<file path="config.mk">
export PLATFORM = sky130hd
export DESIGN_NAME = vnrc_ctrl
export DESIGN_NICKNAME = d
export VERILOG_FILES = /design/src/rtl/core/vnrc_pkg.sv /design/src/rtl/core/vnrc_ctrl.sv
export SDC_FILE = /design/constraint.sdc
export NUM_CORES = 1
export LEC_CHECK = 0
export BUFFER_PORTS_ARGS = -buffer_cell sky130_fd_sc_hd__clkbuf_2
export CORE_MARGIN = 4
export CORE_UTILIZATION = 59
export CTS_BUF_LIST = sky130_fd_sc_hd__clkbuf_8
export CTS_CLUSTER_SIZE = 30
export DETAILED_ROUTE_END_ITERATION = 16
export PLACE_DENSITY = 0.82
export SYNTH_ARGS = -nofsm -noshare
export SYNTH_HDL_FRONTEND = slang
export SYNTH_SLANG_ARGS = --single-unit
</file>
<file path="constraint.sdc">
create_clock -name i_clk -period 3.45 [get_ports i_clk]
set_input_delay 0.69 -clock i_clk [delete_from_list [all_inputs] [get_ports i_clk]]
set_output_delay 0.69 -clock i_clk [all_outputs]
set_load 0.02 [all_outputs]
</file>
<file path="src/rtl/core/vnrc_pkg.sv">
// Shared types, constants and helpers of the voxel neighbour rank counter.
`timescale 1ns / 1ps

package vnrc_pkg;

    localparam int DEF_MAX_X = 64;
    localparam int DEF_MAX_Y = 64;
    localparam int DEF_MAX_Z = 1024;

    localparam int VOX_W    = 16;
    localparam int COUNT_W  = 5;
    localparam int CX_W     = 6;
    localparam int CY_W     = 6;
    localparam int CZ_W     = 10;
    localparam int SIZE_X_W = 7;
    localparam int SIZE_Y_W = 7;
    localparam int SIZE_Z_W = 11;
    localparam int CFG_W    = 11;
    localparam int CFG_IDX_W = 2;
    localparam int PART_W   = 4;

    localparam int SIZE_RST = 64;
    localparam int SIZE_MIN = 3;

    localparam logic [CFG_IDX_W-1:0] REG_SIZE_X = 2'd0;
    localparam logic [CFG_IDX_W-1:0] REG_SIZE_Y = 2'd1;
    localparam logic [CFG_IDX_W-1:0] REG_SIZE_Z = 2'd2;

    typedef logic [VOX_W-1:0] t_vox;
    typedef logic [1:0][VOX_W-1:0] t_plane_word;
    typedef logic [1:0][2:0][VOX_W-1:0] t_line_word;
    typedef logic [2:0][2:0][VOX_W-1:0] t_column;
    typedef logic [2:0][2:0][2:0][VOX_W-1:0] t_cube;

    typedef struct packed {
        logic            produce;
        logic [CX_W-1:0] centre_x;
        logic [CY_W-1:0] centre_y;
        logic [CZ_W-1:0] centre_z;
        logic            last_result;
    } t_meta;

    typedef struct packed {
        logic [COUNT_W-1:0] smaller_count;
        logic [CX_W-1:0]    centre_x;
        logic [CY_W-1:0]    centre_y;
        logic [CZ_W-1:0]    centre_z;
        logic               last_result;
    } t_res;

    function automatic int clamp_size(int v, int hi);
        int r;
        r = v;
        if (v < SIZE_MIN) begin
            r = SIZE_MIN;
        end else if (v > hi) begin
            r = hi;
        end
        return r;
    endfunction

endpackage

</file>
<file path="src/rtl/core/vnrc_ctrl.sv">
// Size registers, raster position counters and buffer addresses.
`timescale 1ns / 1ps

module vnrc_ctrl import vnrc_pkg::*; #(
    parameter int MAX_X = DEF_MAX_X,
    parameter int MAX_Y = DEF_MAX_Y,
    parameter int MAX_Z = DEF_MAX_Z,
    localparam int XW = $clog2(MAX_X),
    localparam int PW = $clog2(MAX_X * MAX_Y)
) (
    input  logic                 i_clk,
    input  logic                 i_rst_n,
    input  logic                 i_cfg_wr_en,
    input  logic [CFG_IDX_W-1:0] i_cfg_index,
    input  logic [CFG_W-1:0]     i_cfg_wdata,
    input  logic                 i_acc,
    output t_meta                o_meta,
    output logic [XW-1:0]        o_line_addr,
    output logic [PW-1:0]        o_plane_addr
);

    localparam int YW  = $clog2(MAX_Y);
    localparam int ZW  = $clog2(MAX_Z);
    localparam int SXW = $clog2(MAX_X + 1);
    localparam int SYW = $clog2(MAX_Y + 1);
    localparam int SZW = $clog2(MAX_Z + 1);

    localparam logic [SXW-1:0] SX_RST = SXW'(clamp_size(SIZE_RST, MAX_X));
    localparam logic [SYW-1:0] SY_RST = SYW'(clamp_size(SIZE_RST, MAX_Y));
    localparam logic [SZW-1:0] SZ_RST = SZW'(clamp_size(SIZE_RST, MAX_Z));

    logic [SXW-1:0] r_sx;
    logic [SYW-1:0] r_sy;
    logic [SZW-1:0] r_sz;
    logic [XW-1:0]  r_cx, n_cx;
    logic [YW-1:0]  r_cy, n_cy;
    logic [ZW-1:0]  r_cz, n_cz;
    logic [PW-1:0]  r_pa, n_pa;
    logic x_end, y_end, z_end;

    always_comb begin
        x_end = (SXW'(r_cx) == r_sx - SXW'(1));
        y_end = (SYW'(r_cy) == r_sy - SYW'(1));
        z_end = (SZW'(r_cz) == r_sz - SZW'(1));

        n_cx = x_end ? '0 : r_cx + XW'(1);
        n_cy = r_cy;
        n_cz = r_cz;
        n_pa = r_pa + PW'(1);
        if (x_end) begin
            n_cy = y_end ? '0 : r_cy + YW'(1);
            if (y_end) begin
                n_cz = z_end ? '0 : r_cz + ZW'(1);
                n_pa = '0;
            end
        end

        o_meta.produce     = (r_cx >= XW'(2)) && (r_cy >= YW'(2)) && (r_cz >= ZW'(2));
        o_meta.centre_x    = CX_W'(r_cx - XW'(1));
        o_meta.centre_y    = CY_W'(r_cy - YW'(1));
        o_meta.centre_z    = CZ_W'(r_cz - ZW'(1));
        o_meta.last_result = x_end && y_end && z_end;
    end

    always_ff @(posedge i_clk) begin
        if (!i_rst_n) begin
            r_sx <= SX_RST;
            r_sy <= SY_RST;
            r_sz <= SZ_RST;
            r_cx <= '0;
            r_cy <= '0;
            r_cz <= '0;
            r_pa <= '0;
        end else if (i_cfg_wr_en) begin
            case (i_cfg_index)
                REG_SIZE_X: begin
                    r_sx <= SXW'(clamp_size(int'(i_cfg_wdata[SIZE_X_W-1:0]), MAX_X));
                end
                REG_SIZE_Y: begin
                    r_sy <= SYW'(clamp_size(int'(i_cfg_wdata[SIZE_Y_W-1:0]), MAX_Y));
                end
                REG_SIZE_Z: begin
                    r_sz <= SZW'(clamp_size(int'(i_cfg_wdata[SIZE_Z_W-1:0]), MAX_Z));
                end
                default: begin
                end
            endcase
            r_cx <= '0;
            r_cy <= '0;
            r_cz <= '0;
            r_pa <= '0;
        end else if (i_acc) begin
            r_cx <= n_cx;
            r_cy <= n_cy;
            r_cz <= n_cz;
            r_pa <= n_pa;
        end
    end

    assign o_line_addr  = r_cx;
    assign o_plane_addr = r_pa;

endmodule

</file>
==> results.yml <==
status:
  outcome: "completed"
logic_synthesis:
  post_synth_instance_area_mm2: 0.003834
  largest_family_of_logic_cells_by_synthesized_area: "simple AND/OR/NAND/NOR gates"
  synth_edf_count: 0
  synthXorXnorAreaFrac_pct: 13.02
  synthMuxAreaShare_pct: 3.394
  synth.lib_cells_used.distinct: 58
  syn_nets: 510
  synth-simple-area-share_pct: 30.87
  ys_async_sr_fraction_pct: 0
  yosysTopAreaCellShare_pct: 30.81
  ys_ff_latch: 59
  synth-compound-area-share_pct: 11.95
  dominant_cell_type_by_area_after_synthesis: "dfxtp_1"
  netlist_top_cells_count: "dfxtp_1 (59), nor2_1 (54), nand2_1 (37)"
  yosysMostFrequentCell: "dfxtp_1"
  synth_area_per_cell_um2: 7.987
  post_synth_inst_count: 480
  synth_area_leaders: "dfxtp_1 (31%), xor2_1 (7.8%), nor2b_1 (5.4%)"
  seq_area_frac_synth_pct: 30.81
  synth_fa_ha_area_share_pct: 4.243
  yosys_warnings: 0
  ys.flop_type: "dfxtp_1"
critical_path:
  critical_path.endpoint_type: "output pin"
  delay_of_the_slowest_cell_on_the_worst_path_ps: 540
  cp_top_family: "simple AND/OR/NAND/NOR gates"
  cp.required_ps: 2760
  timing_worst_setup_path_type: "register to output pin"
  timing.critical_path.cells: "inv_1 -> ha_2 -> or4b_4 -> nor4_4 -> nor3b_2 -> nor3_2 -> nand3_1 -> nor2_1 -> clkbuf_2"
  worst_path_max_delay_cell: "or4b_4"
  critPathBufInv: 2
  path_max_fanout: 6
  crit_path_start_kind: "register"
  arrival_ps: 2660
timing:
  fin_skew_ps: 11.67
  unrepaired_setup_endpoints_after_global_routing: "false"
  final-max-slew-violation-count: 0
  max_freq_mhz: 298.2
  layout_worst_path_cycle_share_pct: 97.21
  finalHoldViolations: 0
  slew-limit-headroom_pct: 47.11
  finalSetupViolCount: 0
  final.setup.tns_ps: 0
  setup_slack_ps: 96.13
  finalWorstPathRequiredPeriod_ps: 3354
  worst_pin_slew_ps: 783.1
cts:
  clkSinkCount: 59
  tritoncts.num_buffers: 9
  cts-htree-levels: 3
  cts.repair_timing.setup_buffer_count: 0
  max-clock-path-buffers: 2
  cts_tree: "yes"
  worst_skew_pair.late_latency_ps: 360
  post_cts_clock_slew_at_the_launch_and_capture_registers_of_the_worst_setup_and_hold_paths_ps: 70
  cts_hold_buffers: 0
  clock-root-buffer: "clkbuf_8"
floorplan:
  top_level_ports: 59
  placementRows: 29
  core_mm2: 0.006314
  start_util_pct: 60.72
  die_x_um: 88.61
  overall_die_area_mm2: 0.007852
  fp.dieH_um: 88.61
layout:
  area_growth_syn_to_layout_pct: 13.81
  design.final.nets: 555
  layout-drive-gt1-share_pct: 16.98
  diode_insertion_count_for_antenna_repair: 0
  layout.core_utilization_pct: 69.10
place:
  detailed_place_hpwl_um: 6454
  port_buffers: 58
  gpl.final_weighted_congestion: 0.8127
  place_worst_setup_slack_ps: 327.7
power:
  power_density_mw_per_mm2: 358.8
  vdd.ir_drop.worst_mv: 0.2913
  static-leakage-power_nw: 1.739
global_routing:
  grt_pass1_vias: 3168
  grt_first_pass_wirelength_um: 14600
  antenna_found_initial: 0
  grt-ovfl-total: 0
  grtUsageTotal_pct: 23.70
  grt_start_max_net_pins: 28
drt:
  firstDrtPassIters: 4
  vias_cell: 5.736
  wl_met3_um: 491
  maxUsedRoutingLayer: "met4"
  wirelength_met1_um: 3954
  met2_length_um: 4240
  vias_post_dr: 3482
  route.detailed.drc: 0
  wire_length_per_cell_um: 14.65
  initialDrtViolationCount: 232
  drt-total-wl_um: 8890
  ant_nets: 0
flow_run:
  max_cap_violations: 0
worst_hold_path:
  hold_path_class: "register to register"
metal layers:
layer  GRT usage [%]  vias up
met5               0        -
met4           11.13        0
met3           4.190       20
met2           39.02       93
met1           30.11     1627
li1                -     1742
cell type report:
cell class,count,area (um2)
multi-input combinational,371,2466
fill,520,1951
sequential,59,1181
timing repair buffer,60,305.3
clock buffer,9,123.9
clock inverter,7,100.1
tap,77,96.34
inverter,24,90.09
through the flow:
step	instances	area, um2	hold slack [ps]	total power, mW
3_3_place_gp	591	4106	492.8	0.8559
5_1_grt	607	4363	552.5	1.627
6_report	607	4363	513.9	1.565
4_1_cts	607	4343	521.3	1.569
3_5_place_dp	591	4106	499.4	0.8611
2_1_floorplan	480	3834	467.2	0.8228
where the power goes:
group          internal, mW  switching (mW)  total, mW
clock network         0.411           0.304      0.715
registers             0.689          0.0138      0.703
logic                0.0603          0.0872      0.148
registers in the layout, indices dropped and copies added, names as in the netlist:
name,flops
o_line_addr,6
o_plane_addr,12
r_cy,6
r_cz,10
r_sx,7
r_sy,7
r_sz,11
kinds of logic (layout without fill, tap and decap cells):
kind of cell,after synthesis,count (layout)
xor+xnor,57,57
flops,59,59
simple gates,222,222
compound gates,66,66
fa+ha+maj,13,13
buf+inv,50,100
mux,13,13
worst paths after layout:
check,from,end,slack [ps],cells after the start
max,r_sz[0]$_SDFFE_PN0P_,o_meta[0],100,9
max reg2reg,r_sx[0]$_SDFFE_PN0P_,r_cy[4]$_SDFFE_PP0P_,640,10
min,o_plane_addr[11]$_SDFFE_PP0P_,o_plane_addr[11]$_SDFFE_PP0P_,510,2
min reg2reg,o_plane_addr[11]$_SDFFE_PP0P_,o_plane_addr[11]$_SDFFE_PP0P_,510,2
tightest hold or removal path, cell delays in order, from the launching register on:
cell and delay [ps]:
dfxtp_1 340, xor2_1 70, nor2_1 70
cell usage in the layout, fill, tap and decap left out, drive strengths merged, types with 2 or more instances in the layout:
master / count
a211oi: 2
a21oi: 21
a22oi: 13
a31oi: 4
and2: 4
and3: 3
and4: 3
buf: 2
bufinv: 2
clkbuf: 67
clkinv: 5
dfxtp: 59
ha: 13
inv: 24
mux2i: 13
nand2: 37
nand2b: 3
nand3: 21
nand3b: 5
nand4: 8
nor2: 54
nor2b: 33
nor3: 26
nor3b: 4
nor4: 7
nor4b: 2
o211ai: 3
o21ai: 8
o31ai: 7
or3: 4
or4: 3
xnor2: 23
xor2: 34
timing repair:
item,4_1_cts,5_1_grt
resized for setup,2,3
endpoints found under the setup margin,1,1
pin swaps,0,1
Note: power is estimated with default switching activity, not from simulation.
