==> src/rtl/core/vnrc_pkg.sv <==
// Shared types, constants and helpers of the voxel neighbour rank counter.
`timescale 1ns / 1ps

package vnrc_pkg;

    localparam int DEF_MAX_X = 64;
    localparam int DEF_MAX_Y = 64;
    localparam int DEF_MAX_Z = 1024;

    localparam int VOX_W    = 16;
    localparam int COUNT_W  = 5;
    localparam int CX_W     = 6;
    localparam int CY_W     = 6;
    localparam int CZ_W     = 10;
    localparam int SIZE_X_W = 7;
    localparam int SIZE_Y_W = 7;
    localparam int SIZE_Z_W = 11;
    localparam int CFG_W    = 11;
    localparam int CFG_IDX_W = 2;
    localparam int PART_W   = 4;

    localparam int SIZE_RST = 64;
    localparam int SIZE_MIN = 3;

    localparam logic [CFG_IDX_W-1:0] REG_SIZE_X = 2'd0;
    localparam logic [CFG_IDX_W-1:0] REG_SIZE_Y = 2'd1;
    localparam logic [CFG_IDX_W-1:0] REG_SIZE_Z = 2'd2;

    typedef logic [VOX_W-1:0] t_vox;
    typedef logic [1:0][VOX_W-1:0] t_plane_word;
    typedef logic [1:0][2:0][VOX_W-1:0] t_line_word;
    typedef logic [2:0][2:0][VOX_W-1:0] t_column;
    typedef logic [2:0][2:0][2:0][VOX_W-1:0] t_cube;

    typedef struct packed {
        logic            produce;
        logic [CX_W-1:0] centre_x;
        logic [CY_W-1:0] centre_y;
        logic [CZ_W-1:0] centre_z;
        logic            last_result;
    } t_meta;

    typedef struct packed {
        logic [COUNT_W-1:0] smaller_count;
        logic [CX_W-1:0]    centre_x;
        logic [CY_W-1:0]    centre_y;
        logic [CZ_W-1:0]    centre_z;
        logic               last_result;
    } t_res;

    function automatic int clamp_size(int v, int hi);
        int r;
        r = v;
        if (v < SIZE_MIN) begin
            r = SIZE_MIN;
        end else if (v > hi) begin
            r = hi;
        end
        return r;
    endfunction

endpackage

==> src/rtl/core/vnrc_out_if.sv <==
// Result channel that carries one neighbour count and its centre position.
`timescale 1ns / 1ps

interface vnrc_out_if import vnrc_pkg::*; ();
    logic valid;
    logic ready;
    logic [COUNT_W-1:0] smaller_count;
    logic [CX_W-1:0] centre_x;
    logic [CY_W-1:0] centre_y;
    logic [CZ_W-1:0] centre_z;
    logic last_result;

    modport source(output valid, output smaller_count, output centre_x, output centre_y,
                   output centre_z, output last_result, input ready);
    modport sink(input valid, input smaller_count, input centre_x, input centre_y,
                 input centre_z, input last_result, output ready);
endinterface

==> src/rtl/core/vnrc_rank.sv <==
// Neighbour comparison, count reduction and the buffered result output.
`timescale 1ns / 1ps

module vnrc_rank import vnrc_pkg::*; (
    input  logic              i_clk,
    input  logic              i_rst_n,
    input  logic              i_en,
    input  logic              i_valid,
    input  t_meta             i_meta,
    input  t_cube             i_cube,
    output logic              o_ready,
    vnrc_out_if.source        o_res
);

    logic                           r_s3_valid;
    t_meta                          r_s3_meta;
    logic [2:0][PART_W-1:0]         r_part;
    logic [2:0][PART_W-1:0]         n_part;
    logic                           r_o_valid;
    t_res                           r_o;
    logic                           r_skid_valid;
    t_res                           r_skid;
    t_res                           push_res;
    logic                           push;
    t_vox                           centre;

    // Each plane of the window is counted on its own, the centre itself is skipped.
    always_comb begin
        centre = i_cube[1][1][1];
        for (int dz = 0; dz < 3; dz++) begin
            n_part[dz] = '0;
            for (int dy = 0; dy < 3; dy++) begin
                for (int dx = 0; dx < 3; dx++) begin
                    if (!(dx == 1 && dy == 1 && dz == 1) && (i_cube[dx][dy][dz] < centre)) begin
                        n_part[dz] = n_part[dz] + PART_W'(1);
                    end
                end
            end
        end
    end

    always_comb begin
        push_res.smaller_count = COUNT_W'(r_part[0]) + COUNT_W'(r_part[1])
                               + COUNT_W'(r_part[2]);
        push_res.centre_x      = r_s3_meta.centre_x;
        push_res.centre_y      = r_s3_meta.centre_y;
        push_res.centre_z      = r_s3_meta.centre_z;
        push_res.last_result   = r_s3_meta.last_result;
        push = i_en && r_s3_valid;
    end

    always_ff @(posedge i_clk) begin
        if (!i_rst_n) begin
            r_s3_valid <= 1'b0;
        end else if (i_en) begin
            r_s3_valid <= i_valid && i_meta.produce;
        end
    end

    always_ff @(posedge i_clk) begin
        if (i_en) begin
            r_s3_meta <= i_meta;
            r_part    <= n_part;
        end
    end

    always_ff @(posedge i_clk) begin
        if (!i_rst_n) begin
            r_o_valid    <= 1'b0;
            r_skid_valid <= 1'b0;
        end else if (!r_o_valid || o_res.ready) begin
            if (r_skid_valid) begin
                r_o_valid    <= 1'b1;
                r_skid_valid <= 1'b0;
            end else begin
                r_o_valid <= push;
            end
        end else if (push) begin
            r_skid_valid <= 1'b1;
        end
    end

    always_ff @(posedge i_clk) begin
        if (!r_o_valid || o_res.ready) begin
            r_o <= r_skid_valid ? r_skid : push_res;
        end else if (push) begin
            r_skid <= push_res;
        end
    end

    assign o_ready             = !r_skid_valid;
    assign o_res.valid         = r_o_valid;
    assign o_res.smaller_count = r_o.smaller_count;
    assign o_res.centre_x      = r_o.centre_x;
    assign o_res.centre_y      = r_o.centre_y;
    assign o_res.centre_z      = r_o.centre_z;
    assign o_res.last_result   = r_o.last_result;

    a_skid_needs_out: assert property (@(posedge i_clk) disable iff (!i_rst_n)
        r_skid_valid |-> r_o_valid)
        else $error("skid entry held while output register is empty");

    a_skid_drains: assert property (@(posedge i_clk) disable iff (!i_rst_n)
        r_skid_valid && o_res.ready |=> !r_skid_valid && r_o_valid)
        else $error("skid entry not moved to output after a transfer");

    a_count_range: assert property (@(posedge i_clk) disable iff (!i_rst_n)
        r_o_valid |-> r_o.smaller_count <= COUNT_W'(26))
        else $error("neighbour count above 26");

    a_no_push_when_full: assert property (@(posedge i_clk) disable iff (!i_rst_n)
        r_skid_valid |-> !push)
        else $error("result pushed while skid entry is occupied");

endmodule

==> src/flat_wrapper.sv <==
// flat-port wrapper written by rule: the top's interface ports become plain ports
module vnrc_rank_flat import vnrc_pkg::*;
  (i_clk, i_rst_n, i_en, i_valid, i_meta, i_cube, o_ready, o_res_valid, o_res_smaller_count, o_res_centre_x, o_res_centre_y, o_res_centre_z, o_res_last_result, o_res_ready);
  vnrc_out_if o_res_i ();
  input  logic i_clk;
  input  logic i_rst_n;
  input  logic i_en;
  input  logic i_valid;
  input  t_meta i_meta;
  input  t_cube i_cube;
  output logic o_ready;
  output wire logic [$bits(o_res_i.valid)-1:0] o_res_valid;
  output wire logic [$bits(o_res_i.smaller_count)-1:0] o_res_smaller_count;
  output wire logic [$bits(o_res_i.centre_x)-1:0] o_res_centre_x;
  output wire logic [$bits(o_res_i.centre_y)-1:0] o_res_centre_y;
  output wire logic [$bits(o_res_i.centre_z)-1:0] o_res_centre_z;
  output wire logic [$bits(o_res_i.last_result)-1:0] o_res_last_result;
  input wire logic [$bits(o_res_i.ready)-1:0] o_res_ready;
  assign o_res_valid = o_res_i.valid;
  assign o_res_smaller_count = o_res_i.smaller_count;
  assign o_res_centre_x = o_res_i.centre_x;
  assign o_res_centre_y = o_res_i.centre_y;
  assign o_res_centre_z = o_res_i.centre_z;
  assign o_res_last_result = o_res_i.last_result;
  assign o_res_i.ready = o_res_ready;
  vnrc_rank u_core (.i_clk(i_clk), .i_rst_n(i_rst_n), .i_en(i_en), .i_valid(i_valid), .i_meta(i_meta), .i_cube(i_cube), .o_ready(o_ready), .o_res(o_res_i));
endmodule
==> config.mk <==
export PLATFORM = sky130hd
export DESIGN_NAME = vnrc_rank_flat
export DESIGN_NICKNAME = d
export VERILOG_FILES = /design/src/rtl/core/vnrc_pkg.sv /design/src/rtl/core/vnrc_out_if.sv /design/src/rtl/core/vnrc_rank.sv /design/src/flat_wrapper.sv
export SDC_FILE = /design/constraint.sdc
export NUM_CORES = 1
export LEC_CHECK = 0
export ABC_CLOCK_PERIOD_IN_PS = 19900
export BUFFER_PORTS_ARGS = -buffer_cell sky130_fd_sc_hd__buf_2
export CORE_MARGIN = 5
export CORE_UTILIZATION = 40
export DETAILED_ROUTE_END_ITERATION = 12
export PLACE_DENSITY = 0.67
export SLEW_MARGIN = 20
export SYNTH_ARGS = -nofsm -noshare
export SYNTH_HDL_FRONTEND = slang
export SYNTH_SLANG_ARGS = --single-unit
==> constraint.sdc <==
create_clock -name i_clk -period 19.9 [get_ports i_clk]
set_input_delay 1.99 -clock i_clk [delete_from_list [all_inputs] [get_ports i_clk]]
set_output_delay 1.99 -clock i_clk [all_outputs]
set_load 0.01 [all_outputs]
==> results of run 1 <==
power by group:
group / internal, uW / switching (uW) / total [uW] / leakage (uW)
sequential: 281 / 11.5 / 292 / 0.000914
clock: 110 / 70.0 / 180 / 0.000153
combinational: 350 / 387 / 737 / 0.00768
total: 741 / 469 / 1210 / 0.00874
cell families after synthesis:
logic type	count (synthesis)	share of synthesized area
buffers and inverters	69	0.01938
flip-flops	94	0.2050
adder cells (fa/ha/maj)	418	0.3867
multiplexers	38	0.03095
AO/OA/AOI/OAI	408	0.2047
XOR/XNOR	53	0.03931
AND/OR/NAND/NOR	305	0.1140
layer usage:
metal,up-vias,routed length (um),share of wire
met5,-,96,0.0019
met4,16,1764,0.034
met3,104,3592,0.069
met2,463,25210,0.49
met1,6182,21050,0.41
li1,6479,-,-
per-stage QoR:
stage               total power [uW]  instances  setup slack, ps  cell area [um2]
detailed placement              1030       2334            11690            16750
floorplan                      827.9       1385            12170            13620
global placement                1009       2334            11880            16750
finish                          1210       2379            11990            17140
global route                    1321       2376            11610            17140
CTS                             1218       2349            12050            17070
synth_stat cells, drive strengths merged (5+ instances only):
master	count	area (um2)
a2111oi	9	85.08
a211o	9	78.83
a211oi	23	182.7
a21o	85	638.1
a21oi	100	504.2
a31oi	15	108.9
a41oi	6	52.55
and2	5	31.28
and3	11	68.82
buf	7	31.28
edfxtp	91	2733
fa	5	100.1
ha	413	5167
inv	60	225.2
mux2	33	371.6
mux2i	5	50.05
nand2	87	326.6
nand2b	30	187.7
nand3	26	130.1
nand4	23	143.9
nand4b	5	43.79
nor2	53	198.9
nor2b	12	75.07
nor3	21	105.1
nor4	5	31.28
o2111ai	7	61.31
o211ai	11	82.58
o21a	18	136.4
o21ai	66	330.3
o311ai	5	43.80
o31ai	12	90.09
or2	6	37.54
xnor2	32	295.3
xor2	17	148.9
layout make-up:
type                            count  share of cell area
Antenna cell                       30            0.004379
Multi-Input combinational cell   1222              0.6164
Inverter                           60             0.01314
Sequential cell                    94              0.1629
Clock buffer                        9             0.01314
Timing Repair Buffer              510              0.1518
Clock inverter                      6            0.005474
Tap cell                          448             0.03270
layout by cell type (no fill, tap or decap), drive strengths merged, types with 5 or more instances in the layout:
master / synthesis / routed
nand3: 26 / 26
o2111ai: 7 / 7
and3: 11 / 11
mux2i: 5 / 5
buf: 7 / 510
or2: 6 / 6
a211o: 9 / 9
a41oi: 6 / 6
nor2: 53 / 53
nand4b: 5 / 5
o31ai: 12 / 12
nand2b: 30 / 30
a21o: 85 / 85
o21a: 18 / 18
ha: 413 / 413
and2: 5 / 5
nor2b: 12 / 12
fa: 5 / 5
diode: 0 / 30
xnor2: 32 / 32
nand2: 87 / 87
nand4: 23 / 23
nor3: 21 / 21
a31oi: 15 / 15
nor4: 5 / 5
a21oi: 100 / 100
a211oi: 23 / 23
o211ai: 11 / 11
clkbuf: 2 / 9
inv: 60 / 62
o311ai: 5 / 5
o21ai: 66 / 66
mux2: 33 / 33
edfxtp: 91 / 91
a2111oi: 9 / 9
xor2: 17 / 17
flip-flops by register name, indices dropped and copies added (netlist names):
name,cells
u_core.r_skid,28
u_core.push_res,23
u_core.r_part,12
u_core.o_res.centre_z,10
u_core.o_res.centre_x,6
u_core.o_res.centre_y,6
u_core.o_res.smaller_count,5
u_core.o_res.last_result,1
u_core.o_res.valid,1
u_core.r_s3_valid,1
u_core.r_skid_valid,1
final timing paths:
check	start	slack, ps	to	cells after the start
setup / recovery	i_cube[216]	11990	u_core.r_part[11]$_DFFE_PP_	28
hold / removal	u_core.push_res[14]$_DFFE_PP_	450	u_core.r_skid[14]$_DFFE_PP_	0
setup reg to reg	u_core.r_part[5]$_DFFE_PP_	17820	u_core.o_res.smaller_count[3]$_DFFE_PP_	7
hold reg to reg	u_core.push_res[14]$_DFFE_PP_	450	u_core.r_skid[14]$_DFFE_PP_	0
critical path: stages:
cell,delay (ps)
buf_2,90
inv_1,40
buf_4,420
ha_1,250
a21oi_1,70
o21ai_0,280
a41oi_1,120
o41ai_2,630
inv_1,100
ha_1,440
inv_1,150
xnor2_1,150
ha_1,300
nand2b_1,120
o311ai_0,200
a211o_1,320
nand4b_1,180
inv_1,70
ha_1,320
xnor2_1,150
mux2i_1,90
mux2_2,290
ha_1,300
nor2b_1,150
nand3_1,80
o21ai_0,100
or4_1,540
o311ai_1,100
==> out/metrics.csv, run 1 <==
metric,value,unit
Final HPWL DP,43.08,mm
Critical Path RT,20050,ps
Clock Tree Buf Depth,2,
clock-pin slew on the worst setup and hold paths,60,ps
Nets,2776,
die height,194.5,um
post-route setup TNS,0,ps
initial core utilization,0.4052,
met1 GRT Util,0.3114,
area occupied by multi-input gates,10570,um2
Core Box Area,33620,um2
"flops & latches, synth",94,
Cells after Synth,1385,
crit start category,primary input,
Die Span X,194.5,um
GRT Max-Usage Layer,met2,
met3 Track Usage GR,0.05783,
asr flop ratio synth,0,
WL/cell,21.74,um
Post-Syn Nets,2264,
fin crit share,0.3976,
CTS tree,built,
final setup fails,0,
largest net degree at the start of global routing,40,
vias in the first global route,13390,
cell row count,67,
final antenna-violating net count,0,
top achievable clock speed,126.4,MHz
post-layout min period,7911,ps
PortBufs,490,
Fillers,3168,
Final Core Density,0.5100,
post_cts resized,0,
total wire length,51.72,mm
1st-iter DRT viols,606,
first-pass GRT wire length,76.47,mm
leakage,0.008742,uW
GRT Overall Usage,0.2583,
routability cong.,0.9489,
H-tree depth,3,
I/O pin total,491,
Max Slew Vio Count,0,
MaxCap Viol Count,0,
worst skew pair latency,330,ps
vias per std cell,5.567,
"Seq/Total Area, Yosys",0.2050,
Post-Syn Area per Cell,9.835,um2
Hold Fails Final Rpt,0,
CTS Buf Count,9,
Worst Setup End Kind,register,
DR vias,13240,
die footprint,37850,um2
setup bufs post-CTS,0,
Hold Slack,446.7,ps
CTS Sinks,94,
Post-synth EDFFs,91,
outcome,"finished, final reports clean",
slew of the pin with the lowest slew margin,980.5,ps
Final Skew,5.495,ps
worst hold path class,reg -> reg,
post-synth cell types,80,
Most used DFF post-synth,edfxtp_1,
share of cells above drive strength 1,0.3051,
Slew HR,0.3419,
Worst Path Arrival,8070,ps
Synth Warn #,0,
root buffer cell,clkbuf_16,
# DRC,0,
Pwr per Cell Area,70.56,nW/um2
CP Max Fanout,26,
drt first pass iters,5,
hold_buf cts,0,
unrepaired setup endpoints after global routing,false,
Post-Syn Area,13620,um2
worst vdd ir,50.72,uV
global route overflow,0,
critical path type,in -> reg,
met2 Use GR,0.4397,
initial antenna violation count,36,
FF/Latch Area,2793,um2
synthesis-to-finish area growth,25.85,%
No activity file was read; power rests on OpenSTA's default activity.
==> run 2, diff against run 1 <==
--- a/config.mk
+++ b/config.mk
@@ -5,7 +5,7 @@
 export SDC_FILE = /design/constraint.sdc
 export NUM_CORES = 1
 export LEC_CHECK = 0
-export ABC_CLOCK_PERIOD_IN_PS = 19900
+export ABC_CLOCK_PERIOD_IN_PS = 7800
 export BUFFER_PORTS_ARGS = -buffer_cell sky130_fd_sc_hd__buf_2
 export CORE_MARGIN = 5
 export CORE_UTILIZATION = 40
==> constraint.sdc (replaced) <==
create_clock -name i_clk -period 7.8 [get_ports i_clk]
set_input_delay 0.78 -clock i_clk [delete_from_list [all_inputs] [get_ports i_clk]]
set_output_delay 0.78 -clock i_clk [all_outputs]
set_load 0.01 [all_outputs]
==> out/metrics.csv, run 2 (same netlist as run 1, synthesis figures left out) <==
metric,value,unit
# DRC,0,
largest net degree at the start of global routing,40,
post-route setup TNS,0,ps
Fillers,3120,
H-tree depth,3,
share of cells above drive strength 1,0.3082,
Nets,2785,
final antenna-violating net count,0,
CTS tree,built,
number of flip-flops in the largest register,28,
GRT Overall Usage,0.2632,
Core Box Area,33620,um2
first-pass GRT wire length,78.30,mm
Clock Tree Buf Depth,2,
worst setup margin,1249,ps
Final Core Density,0.5111,
R2R Setup Slk,5720,ps
Crit path top cell by count,a21o_1,
"commonest cells after routing, fill and taps aside","490 x buf_2, 413 x ha_1, 99 x a21oi_1",
critical path type,in -> reg,
synthesis-to-finish area growth,26.12,%
CTS Sinks,94,
post-layout min period,6551,ps
vias in the first global route,13730,
crit start category,primary input,
CTS Buf Count,9,
CP Max Fanout,10,
"leading cell type in the layout, fill and taps excluded",buf_2,
1st-iter DRT viols,662,
crit-path max cell delay,370,ps
Pwr per Cell Area,180.5,nW/um2
routability cong.,0.9501,
Hold Crit Start,u_core.push_res[22]$_DFFE_PP_,
WL/cell,21.97,um
outcome,"finished, final reports clean",
worst skew pair latency,340,ps
clock-pin slew on the worst setup and hold paths,60,ps
reg2reg start,u_core.r_part[1]$_DFFE_PP_,
Switching Fraction,0.3896,
root buffer cell,clkbuf_16,
Final HPWL DP,44.79,mm
Worst Setup End Kind,register,
cell row count,67,
slew of the pin with the lowest slew margin,1013,ps
Worst R2R End,u_core.o_res.smaller_count[3]$_DFFE_PP_,
Top reg by flops,u_core.r_skid,
hold_buf cts,0,
sw power,1208,uW
hold endpoint,u_core.r_skid[22]$_DFFE_PP_,
Slowest cell on crit path,a221oi_1,
register share of total power,0.241,
worst hold path class,reg -> reg,
worst vdd ir,178.3,uV
die footprint,37850,um2
clock share of power,0.150,
drt first pass iters,5,
final setup fails,0,
pre-CTS setup slack,974.3,ps
Worst Path Arrival,6650,ps
Max Slew Vio Count,0,
post_cts resized,0,
MaxCap Viol Count,0,
internal power,1893,uW
initial antenna violation count,20,
initial core utilization,0.4052,
top achievable clock speed,152.6,MHz
DR vias,13180,
total wire length,52.19,mm
die height,194.5,um
combinational share of power,0.609,
Hold Crit Depth,0,
Final Skew,5.764,ps
global route overflow,0,
leakage,0.008788,uW
PortBufs,490,
setup bufs post-CTS,0,
fin crit share,0.8399,
Hold Fails Final Rpt,0,
I/O pin total,491,
Slew HR,0.3199,
worst reg-to-reg path cell count,7,
vias per std cell,5.547,
Critical Path RT,7900,ps
unrepaired setup endpoints after global routing,false,
Die Span X,194.5,um
## run 2: cell count changes in the layout (fill, tap and decap cells not counted)
cell | before | now
diode_2 | 30 | 17
buf_4 | 20 | 29
clkbuf_1 | 0 | 1
clkinv_2 | 0 | 1
clkinv_4 | 1 | 0
inv_6 | 2 | 1
inv_8 | 0 | 1
## run 2: cell type report
cell class                 instances  area, um2  area share
sequential                        94       2793      0.1626
inverter                          60      225.2     0.01311
clock inverter                     6      92.59    0.005389
timing repair buffer             519       2670      0.1554
tap                              448      560.5     0.03263
clock buffer                      10      229.0     0.01333
antenna                           17      42.54    0.002476
multi-input combinational       1222      10570      0.6151
## run 2: worst max-delay path by stage
stage           startpoint                          end  slack, ps  cells past startpoint
2_1_floorplan  i_cube[209]   u_core.r_part[5]$_DFFE_PP_       1280                     27
3_3_place_gp   i_cube[209]   u_core.r_part[5]$_DFFE_PP_       1040                     28
3_5_place_dp   i_cube[209]   u_core.r_part[5]$_DFFE_PP_        970                     28
4_1_cts        i_cube[209]   u_core.r_part[5]$_DFFE_PP_       1290                     28
5_1_grt        i_cube[221]  u_core.r_part[11]$_DFFE_PP_        740                     27
6_report       i_cube[209]   u_core.r_part[5]$_DFFE_PP_       1250                     28
## run 2: through the flow
stage | hold slack [ps] | area, um2 | total power, uW | std cells
global placement | 432.9 | 16820 | 2569 | 2343
detailed placement | 435.2 | 16820 | 2632 | 2343
floorplan | 422.2 | 13620 | 2112 | 1385
global route | 459.4 | 17180 | 3402 | 2374
CTS | 451.9 | 17140 | 3115 | 2359
finish | 450.3 | 17180 | 3101 | 2376
## run 2: power groups by stage
stage | combinational [uW] | sequential, uW | clock (uW)
2_1_floorplan | 1350 | 761 | 0
6_report | 1890 | 748 | 466
3_3_place_gp | 1810 | 757 | 0
4_1_cts | 1890 | 748 | 480
3_5_place_dp | 1870 | 759 | 0
5_1_grt | 2150 | 753 | 501
## run 2: routing by layer
metal  share of wire  global-route usage  vias to the layer above
li1                -                   -                     6494
met2            0.50              0.4689                      424
met5          0.0010                   0                        -
met4           0.027             0.07656                        8
met1            0.42              0.3290                     6170
met3           0.051             0.04051                       84
## run 2: worst max-delay path, delay by kind of cell
kind / cells / cell delay, ps
AO/OA/AOI/OAI: 13 / 2480
AND/OR/NAND/NOR: 3 / 270
XOR/XNOR: 2 / 470
buffers and inverters: 3 / 600
adder cells (fa/ha/maj): 5 / 1510
multiplexers: 2 / 550
==> run 3, diff against run 2 <==
--- a/config.mk
+++ b/config.mk
@@ -5,12 +5,12 @@
 export SDC_FILE = /design/constraint.sdc
 export NUM_CORES = 1
 export LEC_CHECK = 0
-export ABC_CLOCK_PERIOD_IN_PS = 7800
+export ABC_CLOCK_PERIOD_IN_PS = 5500
 export BUFFER_PORTS_ARGS = -buffer_cell sky130_fd_sc_hd__buf_2
 export CORE_MARGIN = 5
 export CORE_UTILIZATION = 40
 export DETAILED_ROUTE_END_ITERATION = 12
-export PLACE_DENSITY = 0.67
+export PLACE_DENSITY = 0.69
 export SLEW_MARGIN = 20
 export SYNTH_ARGS = -nofsm -noshare
 export SYNTH_HDL_FRONTEND = slang
==> constraint.sdc (replaced) <==
create_clock -name i_clk -period 5.5 [get_ports i_clk]
set_input_delay 0.55 -clock i_clk [delete_from_list [all_inputs] [get_ports i_clk]]
set_output_delay 0.55 -clock i_clk [all_outputs]
set_load 0.01 [all_outputs]
==> out/metrics.csv, run 3 (same netlist as run 1, synthesis figures left out) <==
metric,value,unit
outcome,"finished, final reports clean",
Nets,2907,
CTS Buf Count,9,
first-pass GRT wire length,82.59,mm
vias in the first global route,14230,
clock-pin slew on the worst setup and hold paths,70,ps
MaxCap Viol Count,0,
fin crit share,0.9691,
# DRC,0,
worst hold path class,in -> reg,
I/O pin total,491,
unrepaired setup endpoints after global routing,true,
Worst Setup End Kind,register,
GRT Overall Usage,0.2774,
Core Box Area,33620,um2
Slew HR,0.4002,
Critical Path RT,5600,ps
final antenna-violating net count,0,
global route overflow,0,
R2R Setup Slk,3410,ps
cell row count,67,
die height,194.5,um
post-route setup TNS,0,ps
routability cong.,0.9732,
share of cells above drive strength 1,0.3910,
Fillers,3043,
crit-path max cell delay,520,ps
WL/cell,22.09,um
CP Max Fanout,3,
number of flip-flops in the largest register,28,
area occupied by multi-input gates,11180,um2
vias per std cell,5.554,
drt first pass iters,7,
Die Span X,194.5,um
die footprint,37850,um2
Worst R2R End,u_core.o_res.smaller_count[3]$_DFFE_PP_,
Clock Tree Buf Depth,2,
leakage,0.009457,uW
worst reg-to-reg path cell count,7,
synthesis-to-finish area growth,38.00,%
largest net degree at the start of global routing,40,
initial core utilization,0.4052,
CTS tree,built,
DR vias,13860,
Max Slew Vio Count,0,
initial antenna violation count,21,
slew of the pin with the lowest slew margin,899.7,ps
dpl cells,2453,
H-tree depth,3,
CP Buf/Inv Count,5,
crit start category,primary input,
cell family with most CP delay,adder cells,
Slowest cell on crit path,or4_4,
reg2reg start,u_core.r_part[1]$_DFFE_PP_,
critical path type,in -> reg,
PortBufs,490,
Hold Fails Final Rpt,0,
hold endpoint,u_core.push_res[0]$_DFFE_PP_,
CTS Sinks,94,
Hold Crit Depth,1,
"leading cell type in the layout, fill and taps excluded",buf_2,
Hold Crit Start,i_meta[0],
Final Skew,6.200,ps
top achievable clock speed,187.6,MHz
worst vdd ir,238.6,uV
"commonest cells after routing, fill and taps aside","489 x buf_2, 392 x ha_1, 144 x buf_4",
FF/Latch Area,2793,um2
Pwr per Cell Area,270.5,nW/um2
Layout Cells excl Fill,2495,
total wire length,55.11,mm
Top reg by flops,u_core.r_skid,
Worst Path Arrival,5430,ps
1st-iter DRT viols,715,
post-layout min period,5330,ps
Final HPWL DP,48.54,mm
worst skew pair latency,340,ps
root buffer cell,clkbuf_16,
final setup fails,0,
-- run 3: what timing repair did --
| action | CTS | global route |
|---|---|---|
| gates resized for setup | 0 | 45 |
| hold buffers | 0 | 0 |
| endpoints found under the setup margin | 0 | 7 |
| buffers inserted | 0 | 12 |
| hold endpoints to repair | 0 | 0 |
-- run 3: where the power goes --
| part | switching (uW) | total (uW) | internal [uW] |
|---|---|---|---|
| registers | 46.9 | 1060 | 1020 |
| logic | 1650 | 3420 | 1770 |
| clock network | 274 | 605 | 331 |
| total | 1970 | 5080 | 3110 |
-- run 3: how the worst max path moves through the flow --
stage	startpoint	end	slack, ps	cells after the start
2_1_floorplan	i_cube[209]	u_core.r_part[5]$_DFFE_PP_	-250	27
3_3_place_gp	i_cube[209]	u_core.r_part[5]$_DFFE_PP_	-130	29
3_5_place_dp	i_cube[209]	u_core.r_part[5]$_DFFE_PP_	-250	29
4_1_cts	i_cube[209]	u_core.r_part[5]$_DFFE_PP_	100	29
5_1_grt	i_cube[220]	u_core.r_part[1]$_DFFE_PP_	-30	26
6_report	i_cube[213]	u_core.r_part[1]$_DFFE_PP_	170	25
-- run 3: metal layers --
| metal | part of all wire | global-route usage |
|---|---|---|
| met5 | 0.0018 | 0 |
| met4 | 0.034 | 0.08099 |
| met3 | 0.071 | 0.05748 |
| met2 | 0.49 | 0.4960 |
| met1 | 0.40 | 0.3362 |
-- run 3: through the flow --
step	total power (uW)	hold slack (ps)	setup WS (ps)	utilization	area [um2]
2_1_floorplan	3286	422.2	-245.4	-	14110
3_3_place_gp	4201	428.2	-130.7	0.5401	18160
3_5_place_dp	4349	434.0	-254.9	0.5401	18160
4_1_cts	4969	366.6	104.3	0.5490	18450
5_1_grt	5535	364.9	-34.33	0.5588	18780
6_report	5084	377.4	170.2	0.5592	18800
-- run 3: worst register-to-register path: cells and delay by family (launching register included) --
kind | cells | cell delay (ps)
adder cells (fa/ha/maj) | 3 | 1080
flip-flops | 1 | 400
AND/OR/NAND/NOR | 2 | 150
XOR/XNOR | 1 | 150
buffers and inverters | 1 | 60
-- run 3: cell type report --
cell class                 count  area share
multi-input combinational   1222      0.5946
timing repair buffer         641      0.1946
sequential                    94      0.1486
tap                          448     0.02982
clock inverter                 6    0.003062
antenna                       14    0.001864
inverter                      60     0.01478
clock buffer                  10     0.01271
